$ cat config.mk
export PLATFORM = sky130hd
export DESIGN_NAME = circular_deque
export DESIGN_NICKNAME = d
export VERILOG_FILES = /design/src/sv/cdq_pkg.sv /design/src/sv/cdq_cell.sv /design/src/sv/cdq_row.sv /design/src/sv/circular_deque.sv
export VERILOG_INCLUDE_DIRS = /design/src /design/src/sv
export SDC_FILE = /design/constraint.sdc
export NUM_CORES = 1
export LEC_CHECK = 0
export BUFFER_PORTS_ARGS = -buffer_cell sky130_fd_sc_hd__buf_2
export CORE_MARGIN = 2
export CORE_UTILIZATION = 43
export DETAILED_ROUTE_END_ITERATION = 10
export PLACE_DENSITY_LB_ADDON = 0.25
export SLEW_MARGIN = 10
export SYNTH_ARGS = -nofsm -noshare
export SYNTH_HDL_FRONTEND = slang
export SYNTH_SLANG_ARGS = --single-unit
$ cat constraint.sdc
create_clock -name clk -period 5.8 [get_ports clk]
set_clock_uncertainty 0.05 [all_clocks]
set_input_delay 1.16 -clock clk [delete_from_list [all_inputs] [get_ports clk]]
set_output_delay 1.16 -clock clk [all_outputs]
set_load 0.01 [all_outputs]
$ cat src/sv/circular_deque_defines.svh
// Assertion macros shared by the deque RTL.
// Depends on a clock named clk and an active-low reset named rst_n in scope.
`ifndef CIRCULAR_DEQUE_DEFINES_SVH
`define CIRCULAR_DEQUE_DEFINES_SVH

// Same-cycle check: when ante holds, cons must hold too.
`define CDQ_ASSERT_NOW(label, ante, cons, msg) \
    label: assert property (@(posedge clk) disable iff (!rst_n) (ante) |-> (cons)) \
        else $error(msg);

// Next-cycle check: when ante holds, cons must hold in the next cycle.
`define CDQ_ASSERT_NEXT(label, ante, cons, msg) \
    label: assert property (@(posedge clk) disable iff (!rst_n) (ante) |=> (cons)) \
        else $error(msg);

`endif

$ cat src/sv/cdq_pkg.sv
// Shared types and constants for the deque: operation codes, row commands
// and the link record passed between neighboring cells. No dependencies.
package cdq_pkg;

    localparam int DATA_W    = 32;
    localparam int OP_W      = 3;
    localparam int DEPTH_DEF = 16;

    typedef enum logic [OP_W-1:0] {
        OP_PUSH_FRONT = 3'd0,
        OP_PUSH_REAR  = 3'd1,
        OP_POP_FRONT  = 3'd2,
        OP_POP_REAR   = 3'd3,
        OP_CLEAR      = 3'd4
    } op_t;

    // Command broadcast to every cell of one row.
    typedef enum logic [2:0] {
        ROW_HOLD   = 3'd0,
        ROW_INSERT = 3'd1,
        ROW_REMOVE = 3'd2,
        ROW_APPEND = 3'd3,
        ROW_TRIM   = 3'd4,
        ROW_CLEAR  = 3'd5
    } row_cmd_t;

    typedef struct packed {
        logic              valid;
        logic [DATA_W-1:0] data;
    } cell_link_t;

endpackage

$ cat src/sv/cdq_cell.sv
// One storage cell of a deque row: a data word and a valid bit, updated
// from its own state and its two neighbors. Depends on cdq_pkg.
module cdq_cell
(
    input  logic                      clk,
    input  logic                      rst_n,
    input  cdq_pkg::row_cmd_t         cmd,
    input  logic [cdq_pkg::DATA_W-1:0] push_data,
    input  cdq_pkg::cell_link_t       left,
    input  cdq_pkg::cell_link_t       right,
    output cdq_pkg::cell_link_t       self
);

    logic                       valid_reg;
    logic                       valid_next;
    logic [cdq_pkg::DATA_W-1:0] data_reg;
    logic [cdq_pkg::DATA_W-1:0] data_next;

    always_comb
    begin
        valid_next = valid_reg;
        data_next  = data_reg;
        case (cmd)
            cdq_pkg::ROW_INSERT:
            begin
                valid_next = left.valid;
                data_next  = left.data;
            end
            cdq_pkg::ROW_REMOVE:
            begin
                valid_next = right.valid;
                data_next  = right.data;
            end
            cdq_pkg::ROW_APPEND:
            begin
                // first empty cell takes the new word
                if (!valid_reg && left.valid)
                begin
                    valid_next = 1'b1;
                    data_next  = push_data;
                end
            end
            cdq_pkg::ROW_TRIM:
            begin
                // last occupied cell drops out
                if (valid_reg && !right.valid)
                begin
                    valid_next = 1'b0;
                end
            end
            cdq_pkg::ROW_CLEAR:
            begin
                valid_next = 1'b0;
            end
            default:
            begin
                valid_next = valid_reg;
            end
        endcase
    end

    always_ff @(posedge clk or negedge rst_n)
    begin
        if (!rst_n)
        begin
            valid_reg <= 1'b0;
        end
        else
        begin
            valid_reg <= valid_next;
        end
    end

    always_ff @(posedge clk)
    begin
        data_reg <= data_next;
    end

    assign self.valid = valid_reg;
    assign self.data  = data_reg;

endmodule

$ cat src/sv/cdq_row.sv
// A row of DEPTH cells kept packed toward cell 0, so cell 0 always holds
// the end element of the row. Depends on cdq_pkg and cdq_cell.
module cdq_row
#(
    parameter int DEPTH = cdq_pkg::DEPTH_DEF
)
(
    input  logic                       clk,
    input  logic                       rst_n,
    input  cdq_pkg::row_cmd_t          cmd,
    input  logic [cdq_pkg::DATA_W-1:0] push_data,
    output cdq_pkg::cell_link_t        head,
    output logic                       full
);

    cdq_pkg::cell_link_t cells [DEPTH];

    genvar i;
    generate
        for (i = 0; i < DEPTH; i++)
        begin : g_cell
            cdq_pkg::cell_link_t left_link;
            cdq_pkg::cell_link_t right_link;

            if (i == 0)
            begin : g_first
                assign left_link.valid = 1'b1;
                assign left_link.data  = push_data;
            end
            else
            begin : g_mid_left
                assign left_link = cells[i-1];
            end

            if (i == DEPTH - 1)
            begin : g_last
                assign right_link = '0;
            end
            else
            begin : g_mid_right
                assign right_link = cells[i+1];
            end

            cdq_cell u_cell
            (
                .clk       (clk),
                .rst_n     (rst_n),
                .cmd       (cmd),
                .push_data (push_data),
                .left      (left_link),
                .right     (right_link),
                .self      (cells[i])
            );
        end
    endgenerate

    assign head = cells[0];
    assign full = cells[DEPTH-1].valid;

endmodule

$ cat src/sv/circular_deque.sv
// Top level of the double-ended queue: two mirrored cell rows, fill count
// and result register. Depends on cdq_pkg, cdq_row and circular_deque_defines.svh.
//
//  channel | dir | sideband                          | payload
//  s_*     | in  | s_tuser: operation[2:0]           | s_tdata: value[31:0]
//  m_*     | out | m_tuser: ok                       | m_tdata: popped_value, fill_count
//
// One request per cycle while s_tready is high; its result appears in the cycle after acceptance.
// Every operation updates all cells of both rows at once, so the
// rate is set by the result register alone.
// Reset clears the valid bits, the fill count and the result valid flag.
// s_tready drops only while a result waits and m_tready is low.
`include "circular_deque_defines.svh"

module circular_deque
#(
    parameter int  DEPTH = cdq_pkg::DEPTH_DEF,
    localparam int CNT_W = $clog2(DEPTH + 1),
    localparam int OUT_W = ((cdq_pkg::DATA_W + CNT_W + 7) / 8) * 8
)
(
    input  logic                       clk,
    input  logic                       rst_n,
    input  logic                       s_tvalid,
    output logic                       s_tready,
    input  logic [cdq_pkg::DATA_W-1:0] s_tdata,   // value
    input  logic [cdq_pkg::OP_W-1:0]   s_tuser,   // operation
    output logic                       m_tvalid,
    input  logic                       m_tready,
    output logic [OUT_W-1:0]           m_tdata,   // popped_value, fill_count, zero pad
    output logic                       m_tuser    // ok
);

    // front row: cell 0 is the front element; rear row: cell 0 is the rear one
    cdq_pkg::row_cmd_t          front_cmd;
    cdq_pkg::row_cmd_t          rear_cmd;
    cdq_pkg::cell_link_t        front_head;
    cdq_pkg::cell_link_t        rear_head;
    logic                       front_full;
    logic                       rear_full;

    logic                       s_accept;
    logic                       full;
    logic                       empty;
    cdq_pkg::op_t               op;
    logic                       ok;
    logic [cdq_pkg::DATA_W-1:0] popped;

    logic [CNT_W-1:0]           count_reg;
    logic [CNT_W-1:0]           count_next;
    logic                       out_valid_reg;
    logic [cdq_pkg::DATA_W-1:0] popped_reg;
    logic                       ok_reg;
    logic [CNT_W-1:0]           fill_reg;

    logic                       rows_agree;
    logic                       pop_take;

    assign s_tready = !out_valid_reg || m_tready;
    assign s_accept = s_tvalid && s_tready;
    assign op       = cdq_pkg::op_t'(s_tuser);
    assign full     = front_full;
    assign empty    = !front_head.valid;

    always_comb
    begin
        front_cmd  = cdq_pkg::ROW_HOLD;
        rear_cmd   = cdq_pkg::ROW_HOLD;
        ok         = 1'b0;
        popped     = '0;
        count_next = count_reg;
        case (op)
            cdq_pkg::OP_PUSH_FRONT:
            begin
                if (!full)
                begin
                    front_cmd  = cdq_pkg::ROW_INSERT;
                    rear_cmd   = cdq_pkg::ROW_APPEND;
                    ok         = 1'b1;
                    count_next = count_reg + CNT_W'(1);
                end
            end
            cdq_pkg::OP_PUSH_REAR:
            begin
                if (!full)
                begin
                    front_cmd  = cdq_pkg::ROW_APPEND;
                    rear_cmd   = cdq_pkg::ROW_INSERT;
                    ok         = 1'b1;
                    count_next = count_reg + CNT_W'(1);
                end
            end
            cdq_pkg::OP_POP_FRONT:
            begin
                if (!empty)
                begin
                    front_cmd  = cdq_pkg::ROW_REMOVE;
                    rear_cmd   = cdq_pkg::ROW_TRIM;
                    ok         = 1'b1;
                    popped     = front_head.data;
                    count_next = count_reg - CNT_W'(1);
                end
            end
            cdq_pkg::OP_POP_REAR:
            begin
                if (!empty)
                begin
                    front_cmd  = cdq_pkg::ROW_TRIM;
                    rear_cmd   = cdq_pkg::ROW_REMOVE;
                    ok         = 1'b1;
                    popped     = rear_head.data;
                    count_next = count_reg - CNT_W'(1);
                end
            end
            cdq_pkg::OP_CLEAR:
            begin
                front_cmd  = cdq_pkg::ROW_CLEAR;
                rear_cmd   = cdq_pkg::ROW_CLEAR;
                ok         = 1'b1;
                count_next = '0;
            end
            default:
            begin
                ok = 1'b0;
            end
        endcase
        // hold both rows unless a request is taken this cycle
        if (!s_accept)
        begin
            front_cmd  = cdq_pkg::ROW_HOLD;
            rear_cmd   = cdq_pkg::ROW_HOLD;
            count_next = count_reg;
        end
    end

    cdq_row #(.DEPTH(DEPTH)) u_front_row
    (
        .clk       (clk),
        .rst_n     (rst_n),
        .cmd       (front_cmd),
        .push_data (s_tdata),
        .head      (front_head),
        .full      (front_full)
    );

    cdq_row #(.DEPTH(DEPTH)) u_rear_row
    (
        .clk       (clk),
        .rst_n     (rst_n),
        .cmd       (rear_cmd),
        .push_data (s_tdata),
        .head      (rear_head),
        .full      (rear_full)
    );

    always_ff @(posedge clk or negedge rst_n)
    begin
        if (!rst_n)
        begin
            count_reg     <= '0;
            out_valid_reg <= 1'b0;
        end
        else
        begin
            count_reg <= count_next;
            if (s_accept)
            begin
                out_valid_reg <= 1'b1;
            end
            else if (m_tready)
            begin
                out_valid_reg <= 1'b0;
            end
        end
    end

    always_ff @(posedge clk)
    begin
        if (s_accept)
        begin
            popped_reg <= popped;
            ok_reg     <= ok;
            fill_reg   <= count_next;
        end
    end

    assign m_tvalid = out_valid_reg;
    assign m_tdata  = OUT_W'({fill_reg, popped_reg});
    assign m_tuser  = ok_reg;

    assign rows_agree = (front_head.valid == rear_head.valid) && (front_full == rear_full);
    assign pop_take   = s_accept && (op == cdq_pkg::OP_POP_FRONT) && !empty;

    `CDQ_ASSERT_NOW(a_rows_agree, 1'b1, rows_agree, "rows disagree on occupancy")
    `CDQ_ASSERT_NOW(a_count_empty, 1'b1, (count_reg == '0) == empty, "count disagrees with rows")
    `CDQ_ASSERT_NEXT(a_pop_front, pop_take, popped_reg == $past(front_head.data), "bad pop word")
    `CDQ_ASSERT_NEXT(a_result_follows, s_accept, m_tvalid, "request produced no result")

endmodule

==> results of run 1 <==
==> synth_stat cells, types with 5 or more instances <==
| master | count | area [um2] |
|---|---|---|
| a22oi_1 | 5 | 37.5 |
| nand2_1 | 942 | 3540 |
| buf_2 | 224 | 1120 |
| mux2_1 | 58 | 653 |
| a21oi_1 | 969 | 4850 |
| edfxtp_1 | 1062 | 31900 |
| o21ai_0 | 37 | 185 |
| o21a_1 | 5 | 37.5 |
| mux2i_1 | 33 | 330 |
| a221oi_1 | 11 | 96.3 |
| o21ai_1 | 890 | 4450 |
| nor2_1 | 50 | 188 |
| nand3_1 | 9 | 45.0 |
| a211oi_1 | 17 | 128 |
| nand2b_1 | 17 | 106 |
| buf_4 | 59 | 443 |
| and2_1 | 34 | 213 |
| o31ai_1 | 5 | 37.5 |
| nor3_1 | 5 | 25.0 |
| clkbuf_1 | 159 | 597 |
| buf_1 | 19 | 71.3 |
| inv_1 | 23 | 86.3 |
| mux2_2 | 6 | 67.6 |
| o22ai_1 | 19 | 119 |
| nor2b_1 | 7 | 43.8 |
| dfrtp_1 | 38 | 951 |
| o211ai_1 | 12 | 90.1 |
| a22o_1 | 65 | 569 |
==> worst reg2reg max path, delay by kind of cell (launching register included) <==
kind | cells | cell delay (ns)
buffers and inverters | 2 | 1.56
and+or+nand+nor | 1 | 0.31
DFF | 1 | 0.45
AOI/OAI and AO/OA | 2 | 0.92
==> power breakdown <==
group / switching [mW] / leakage (nW) / total [mW] / internal, mW
registers: 0.389 / 10.1 / 9.84 / 9.45
clock network: 3.06 / 1.70 / 7.07 / 4.01
logic: 1.85 / 8.48 / 2.66 / 0.813
total: 5.29 / 20.3 / 19.6 / 14.3
==> placed cells by master, fill, tap and decap left out, drive strengths merged, types with 3 or more instances in the layout <==
master and instances:
edfxtp 1062, a21oi 970, nand2 942, o21ai 927, buf 161, clkbuf 142
a22o 65, mux2 64, nor2 53, clkinv 45, dfrtp 38, and2 35
mux2i 33, inv 27, o22ai 19, a211oi 18, nand2b 17, o211ai 12
a221oi 11, nand3 9, bufinv 9, nor3 7, nor2b 7, diode 5
a22oi 5, o31ai 5, o21a 5, nand4 4, a32o 4, a2bb2oi 3
conb 3, and3 3
==> how the worst max path moves through the flow <==
stage                    start                                   endpoint  cells after the start
floorplan             m_tready   u_front_row.g_cell[0].u_cell.data_reg[0]                      9
global placement    s_tuser[2]  u_front_row.g_cell[9].u_cell.data_reg[21]                      8
detailed placement  s_tuser[2]    u_rear_row.g_cell[9].u_cell.data_reg[5]                      8
CTS                 s_tuser[2]  u_front_row.g_cell[10].u_cell.data_reg[8]                      8
global route        s_tuser[2]  u_front_row.g_cell[10].u_cell.data_reg[6]                      8
finish              s_tuser[2]    u_rear_row.g_cell[6].u_cell.data_reg[6]                      8
==> final cells by class <==
| class | count | area (um2) |
|---|---|---|
| Multi-Input combinational cell | 3253 | 16700 |
| Clock inverter | 58 | 500 |
| Tap cell | 1600 | 2000 |
| Clock buffer | 142 | 2990 |
| Sequential cell | 1100 | 32800 |
| Inverter | 25 | 93.8 |
| Fill cell | 10814 | 62000 |
| Antenna cell | 5 | 12.5 |
| Timing Repair Buffer | 161 | 1270 |
==> cell families after synthesis <==
| logic type | count (synthesis) | share of synthesized area, % |
|---|---|---|
| compound gates | 2063 | 21.1 |
| fa+ha+maj | 2 | 0.0486 |
| buf+inv | 488 | 4.56 |
| flops | 1100 | 63.8 |
| mux | 97 | 2.04 |
| other cells | 1 | 0.00728 |
| simple gates | 1088 | 8.47 |
==> metal layers <==
layer	vias up	wire, um
li1	17327	-
met1	17864	62400
met2	1212	65400
met3	177	8910
met4	18	2470
met5	-	108
==> results_dict.tcl, run 1 <==
set metrics [dict create \
    status "finished clean" \
    worstPathBufferInverterCount 3 \
    rsz0062_at_grt "false" \
    drive_gt1_share_pct 7.64 \
    cts_buffers 111 \
    rr_worst_depth 5 \
    io_buffers 78 \
    async_reset_ff_share_pct 3.45 \
    die-area_mm2 0.123 \
    stdcell_count 6344 \
    synthCells 4839 \
    slew_headroom_pct 18.6 \
    r2r-start "u_front_row.g_cell[0].u_cell.valid_reg" \
    cp-end-kind "flip-flop" \
    slew_viol_final 0 \
    min_to "count_reg[4]" \
    worstSetupPathType "input pin to flip-flop" \
    cp_max_fo 117 \
    finalInstanceArea_mm2 0.0564 \
    synth_edf_count 1062 \
    grtUsageMet3_pct 2.89 \
    hp-class "flip-flop to flip-flop" \
    final_hold_viol_count 0 \
    fin_nets 4693 \
    power_mw 19.6 \
    finalCoreUtilization_pct 47.6 \
    use_met1_pct 31.7 \
    cpPeakStageDelay_ns 0.88 \
    r2r_setup_slack_ns 2.25 \
    numPlacedInstances 6139 \
    postPlaceCellArea_mm2 0.0529 \
    clk_pin_slew_worst_paths_ns 0.06 \
    cp.required_ns 6.16 \
    whs_ns 0.457 \
    tns_ns 0 \
    postRouteAntennaNets 0 \
    wl_per_cell_um 22.0 \
    ctsHoldBuffers 0 \
    avgSynthCellArea_um2 10.6 \
    hold_depth 1 \
    period_needed_ns 3.88 \
    grt_busiest_layer "met2" \
    gp_congestion 0.791 \
    grt_overflow 0 \
    worst_pin_slew_ns 1.22 \
    clock_path_buffers 3 \
    fin_ws_ns 1.92 \
    gr-usage-met2_pct 35.4 \
    remaining_drc_errors 0 \
    p_leak_nw 20.3 \
    ys_seq_area_share_pct 63.8 \
    drt_iter0_markers 4235 \
    crit_path_frequent_cell "buf_12" \
    syn_area_mm2 0.0515 \
    finalSetupViolations 0 \
    antenna_found_initial 16 \
    grt_pass1_vias 33526 \
    r2r-end "u_front_row.g_cell[9].u_cell.data_reg[6]" \
    cts-root-buf "clkbuf_16" \
    insertion_delay_ns 0.69 \
    cts-resized-gates 0 \
    maxCapViolations 0 \
    power_density_mw_per_mm2 347 \
    post_cts.repair.setup_buffers 0 \
    ys_seq_elements 1100 \
    fin_crit_sh_pct 66.8 \
    fp.dieH_um 350 \
    finalWirelength_um 139000 \
    crit_path_top_delay_cell "mux2i_1" \
    peakVddDrop_mv 0.242 \
    arrival_ns 4.24 \
    first_pass_iters 5 \
    synthDistinctLibCells 67 \
    num_vias 36598 \
    viasPerCell 5.77 \
    grt_max_degree 276 \
    grt_pass1_wl_um 208000 \
    start_util_pct 43.5 \
    clock.fmax_mhz 258 \
    hpwlAfterDp_um 75400 \
    startpoint_type "input pin" \
    track_usage_pct 22.1 \
    cts_tree "done" \
    core_mm2 0.118 \
    pin_count 82 \
    fp.dieW_um 350 \
    cts_sinks 1100 \
    worstHoldStart "count_reg[4]" \
    pre_cts_slack_ns 1.31 \
    path_cells "buf_2, mux2i_1, and2_1, nand2_4, buf_12, buf_12, a21oi_1, o21ai_1" \
    yosys_warnings 0 \
    row_count 126 \
    synth_top_flop_cell "edfxtp_1" \
    htreeDepth 3 \
    critPathTopFamily "buffers and inverters" \
    area_growth_pct 9.51 \
]
No activity file was read; power rests on OpenSTA's default activity.
==> run 2, diff against run 1 <==
--- a/config.mk
+++ b/config.mk
@@ -6,6 +6,7 @@
 export SDC_FILE = /design/constraint.sdc
 export NUM_CORES = 1
 export LEC_CHECK = 0
+export ABC_AREA = 1
 export BUFFER_PORTS_ARGS = -buffer_cell sky130_fd_sc_hd__buf_2
 export CORE_MARGIN = 2
 export CORE_UTILIZATION = 43
==> constraint.sdc (replaced) <==
create_clock -name clk -period 3.3 [get_ports clk]
set_clock_uncertainty 0.05 [all_clocks]
set_input_delay 0.66 -clock clk [delete_from_list [all_inputs] [get_ports clk]]
set_output_delay 0.66 -clock clk [all_outputs]
set_load 0.01 [all_outputs]
==> results_dict.tcl, run 2 <==
set metrics [dict create \
    area_growth_pct 12.2 \
    fillers 10382 \
    status "finished clean" \
    path_cells "inv_2, nand2_1, nand2_2, buf_4, nand3_2, nand2_1, nor2_2, nor2_4, buf_12" \
    finalWirelength_um 127000 \
    postPlaceCellArea_mm2 0.0520 \
    cts-resized-gates 0 \
    wl_per_cell_um 20.4 \
    critPathTopFamily "simple AND/OR/NAND/NOR gates" \
    cts_sinks 1100 \
    async_reset_ff_share_pct 3.45 \
    core_mm2 0.115 \
    grt_pass1_wl_um 194000 \
    period_needed_ns 2.75 \
    whs_ns 0.0799 \
    insertion_delay_ns 0.70 \
    cpPeakStageDelay_ns 0.82 \
    viasPerCell 5.64 \
    clk_pin_slew_worst_paths_ns 0.06 \
    stdcell_count 6242 \
    io_buffers 78 \
    avgSynthCellArea_um2 10.7 \
    drt_iter0_markers 4437 \
    pin_count 82 \
    worstSetupPathType "flip-flop to flip-flop" \
    power_mw 31.8 \
    drive_gt1_share_pct 10.3 \
    fp.dieW_um 344 \
    ctsHoldBuffers 0 \
    finalSetupViolations 0 \
    slew_viol_final 0 \
    cp-end-kind "flip-flop" \
    cp_max_fo 31 \
    numPlacedInstances 6020 \
    layout_commonest_cell "nand2_1" \
    final_cell_mix "nand2_1, edfxtp_1, nand3_1, a22oi_1, inv_1" \
    worstPathBufferInverterCount 3 \
    fin_ws_ns 0.555 \
    cts_buffers 118 \
    grt_overflow 0 \
    cts-root-buf "clkbuf_16" \
    fp.dieH_um 344 \
    gp_congestion 0.840 \
    worst_pin_slew_ns 1.07 \
    synth_area_leaders "edfxtp_1, nand2_1, a22oi_1, nand3_1, buf_2" \
    slew_headroom_pct 28.3 \
    yosys_warnings 0 \
    fin_nets 4669 \
    die-area_mm2 0.119 \
    htreeDepth 3 \
    power_density_mw_per_mm2 569 \
    clock_path_buffers 3 \
    track_usage_pct 20.9 \
    first_pass_iters 7 \
    postRouteAntennaNets 0 \
    synthCells 4650 \
    rsz0062_at_grt "false" \
    ys_seq_area_share_pct 65.9 \
    antenna_found_initial 1 \
    cp.required_ns 3.66 \
    finalInstanceArea_mm2 0.0559 \
    clock.fmax_mhz 364 \
    final_hold_viol_count 0 \
    peakVddDrop_mv 0.507 \
    row_count 124 \
    arrival_ns 3.11 \
    synth_edf_count 1062 \
    crit_path_frequent_cell "nand2_1" \
    pre_cts_slack_ns 0.199 \
    hpwlAfterDp_um 78300 \
    synthDistinctLibCells 34 \
    cts_tree "done" \
    post_cts.repair.setup_buffers 0 \
    synth_largest_area_cell "edfxtp_1" \
    remaining_drc_errors 0 \
    crit_path_top_delay_cell "nor2_2" \
    syn_area_mm2 0.0498 \
    tns_ns 0 \
    ys_seq_elements 1100 \
    hp-class "input pin to async pin" \
    grt_max_degree 210 \
    grt_pass1_vias 32239 \
    finalCoreUtilization_pct 48.7 \
    startpoint_type "flip-flop" \
    synth_top_flop_cell "edfxtp_1" \
    fin_crit_sh_pct 83.2 \
    maxCapViolations 0 \
    start_util_pct 43.4 \
    synth_most_common_cell "nand2_1" \
    p_leak_nw 22.1 \
    num_vias 35198 \
    synth_top_cells_by_count "nand2_1, edfxtp_1, nand3_1" \
    synthDominantCellAreaShare_pct 64.0 \
]
## run 2: cell count changes after synthesis, sizes merged, moves of 97 or more
| cell | previous run | this run |
|---|---|---|
| a22oi | 5 | 392 |
| o21ai | 927 | 185 |
| inv | 25 | 172 |
| nand3 | 9 | 526 |
| a21oi | 970 | 4 |
| clkbuf | 159 | 62 |
| nand2 | 942 | 1727 |
## run 2: routing by layer
metal | up-vias | routed length (um) | global-route usage [%]
li1 | 16424 | - | -
met1 | 17280 | 59400 | 32.0
met2 | 1340 | 55900 | 30.9
met3 | 154 | 9010 | 3.13
met4 | 0 | 2800 | 5.86
met5 | - | 0 | 0
## run 2: logic make-up after synthesis
logic type / count (synthesis) / share of synthesized area [%]
AND/OR/NAND/NOR: 2388 / 20.0
flip-flops: 1100 / 65.9
AO/OA/AOI/OAI: 653 / 8.89
buffers and inverters: 505 / 5.10
adder cells (fa/ha/maj): 2 / 0.0502
XOR/XNOR: 1 / 0.0176
other: 1 / 0.00753
## run 2: final cells by class
type                    count  area [um2]  share of cell area, %
clock buffers             147        3170                   5.67
multi-input cells        3047       14700                   26.4
clock inverters            74         738                   1.32
flip-flops and latches   1100       32800                   58.8
well taps                1512        1890                   3.39
diodes                      1        2.50                0.00448
inverters                 172         661                   1.18
repair buffers            189        1820                   3.26
## run 2: path summary, 6_finish.rpt
path | from | end | slack [ns] | cells after the start
max reg2reg | u_front_row.g_cell[15].u_cell.valid_reg | u_rear_row.g_cell[14].u_cell.data_reg[6] | 0.55 | 9
min in group clk | s_tvalid | m_tvalid | 0.17 | 3
min reg2reg | u_rear_row.g_cell[15].u_cell.data_reg[11] | u_rear_row.g_cell[14].u_cell.data_reg[11] | 0.48 | 2
max in group asynchronous | rst_n | u_rear_row.g_cell[5].u_cell.valid_reg | 2.50 | 1
min | rst_n | u_front_row.g_cell[3].u_cell.valid_reg | 0.08 | 1
max | u_front_row.g_cell[15].u_cell.valid_reg | u_rear_row.g_cell[14].u_cell.data_reg[6] | 0.55 | 9
## run 2: worst reg2reg max path, stage by stage (launching register included)
cell     delay, ns
dfrtp_1       0.44
inv_2         0.14
nand2_1       0.10
nand2_2       0.08
buf_4         0.20
nand3_2       0.18
nand2_1       0.12
nor2_2        0.82
nor2_4        0.07
buf_12        0.24
## run 2: where the power goes
part           internal (mW)  leakage (nW)  switching, mW
Clock                   7.73          1.91           5.60
Combinational          0.722          9.97           1.48
Sequential              15.9          10.2          0.340
Total                   24.4          22.1           7.42
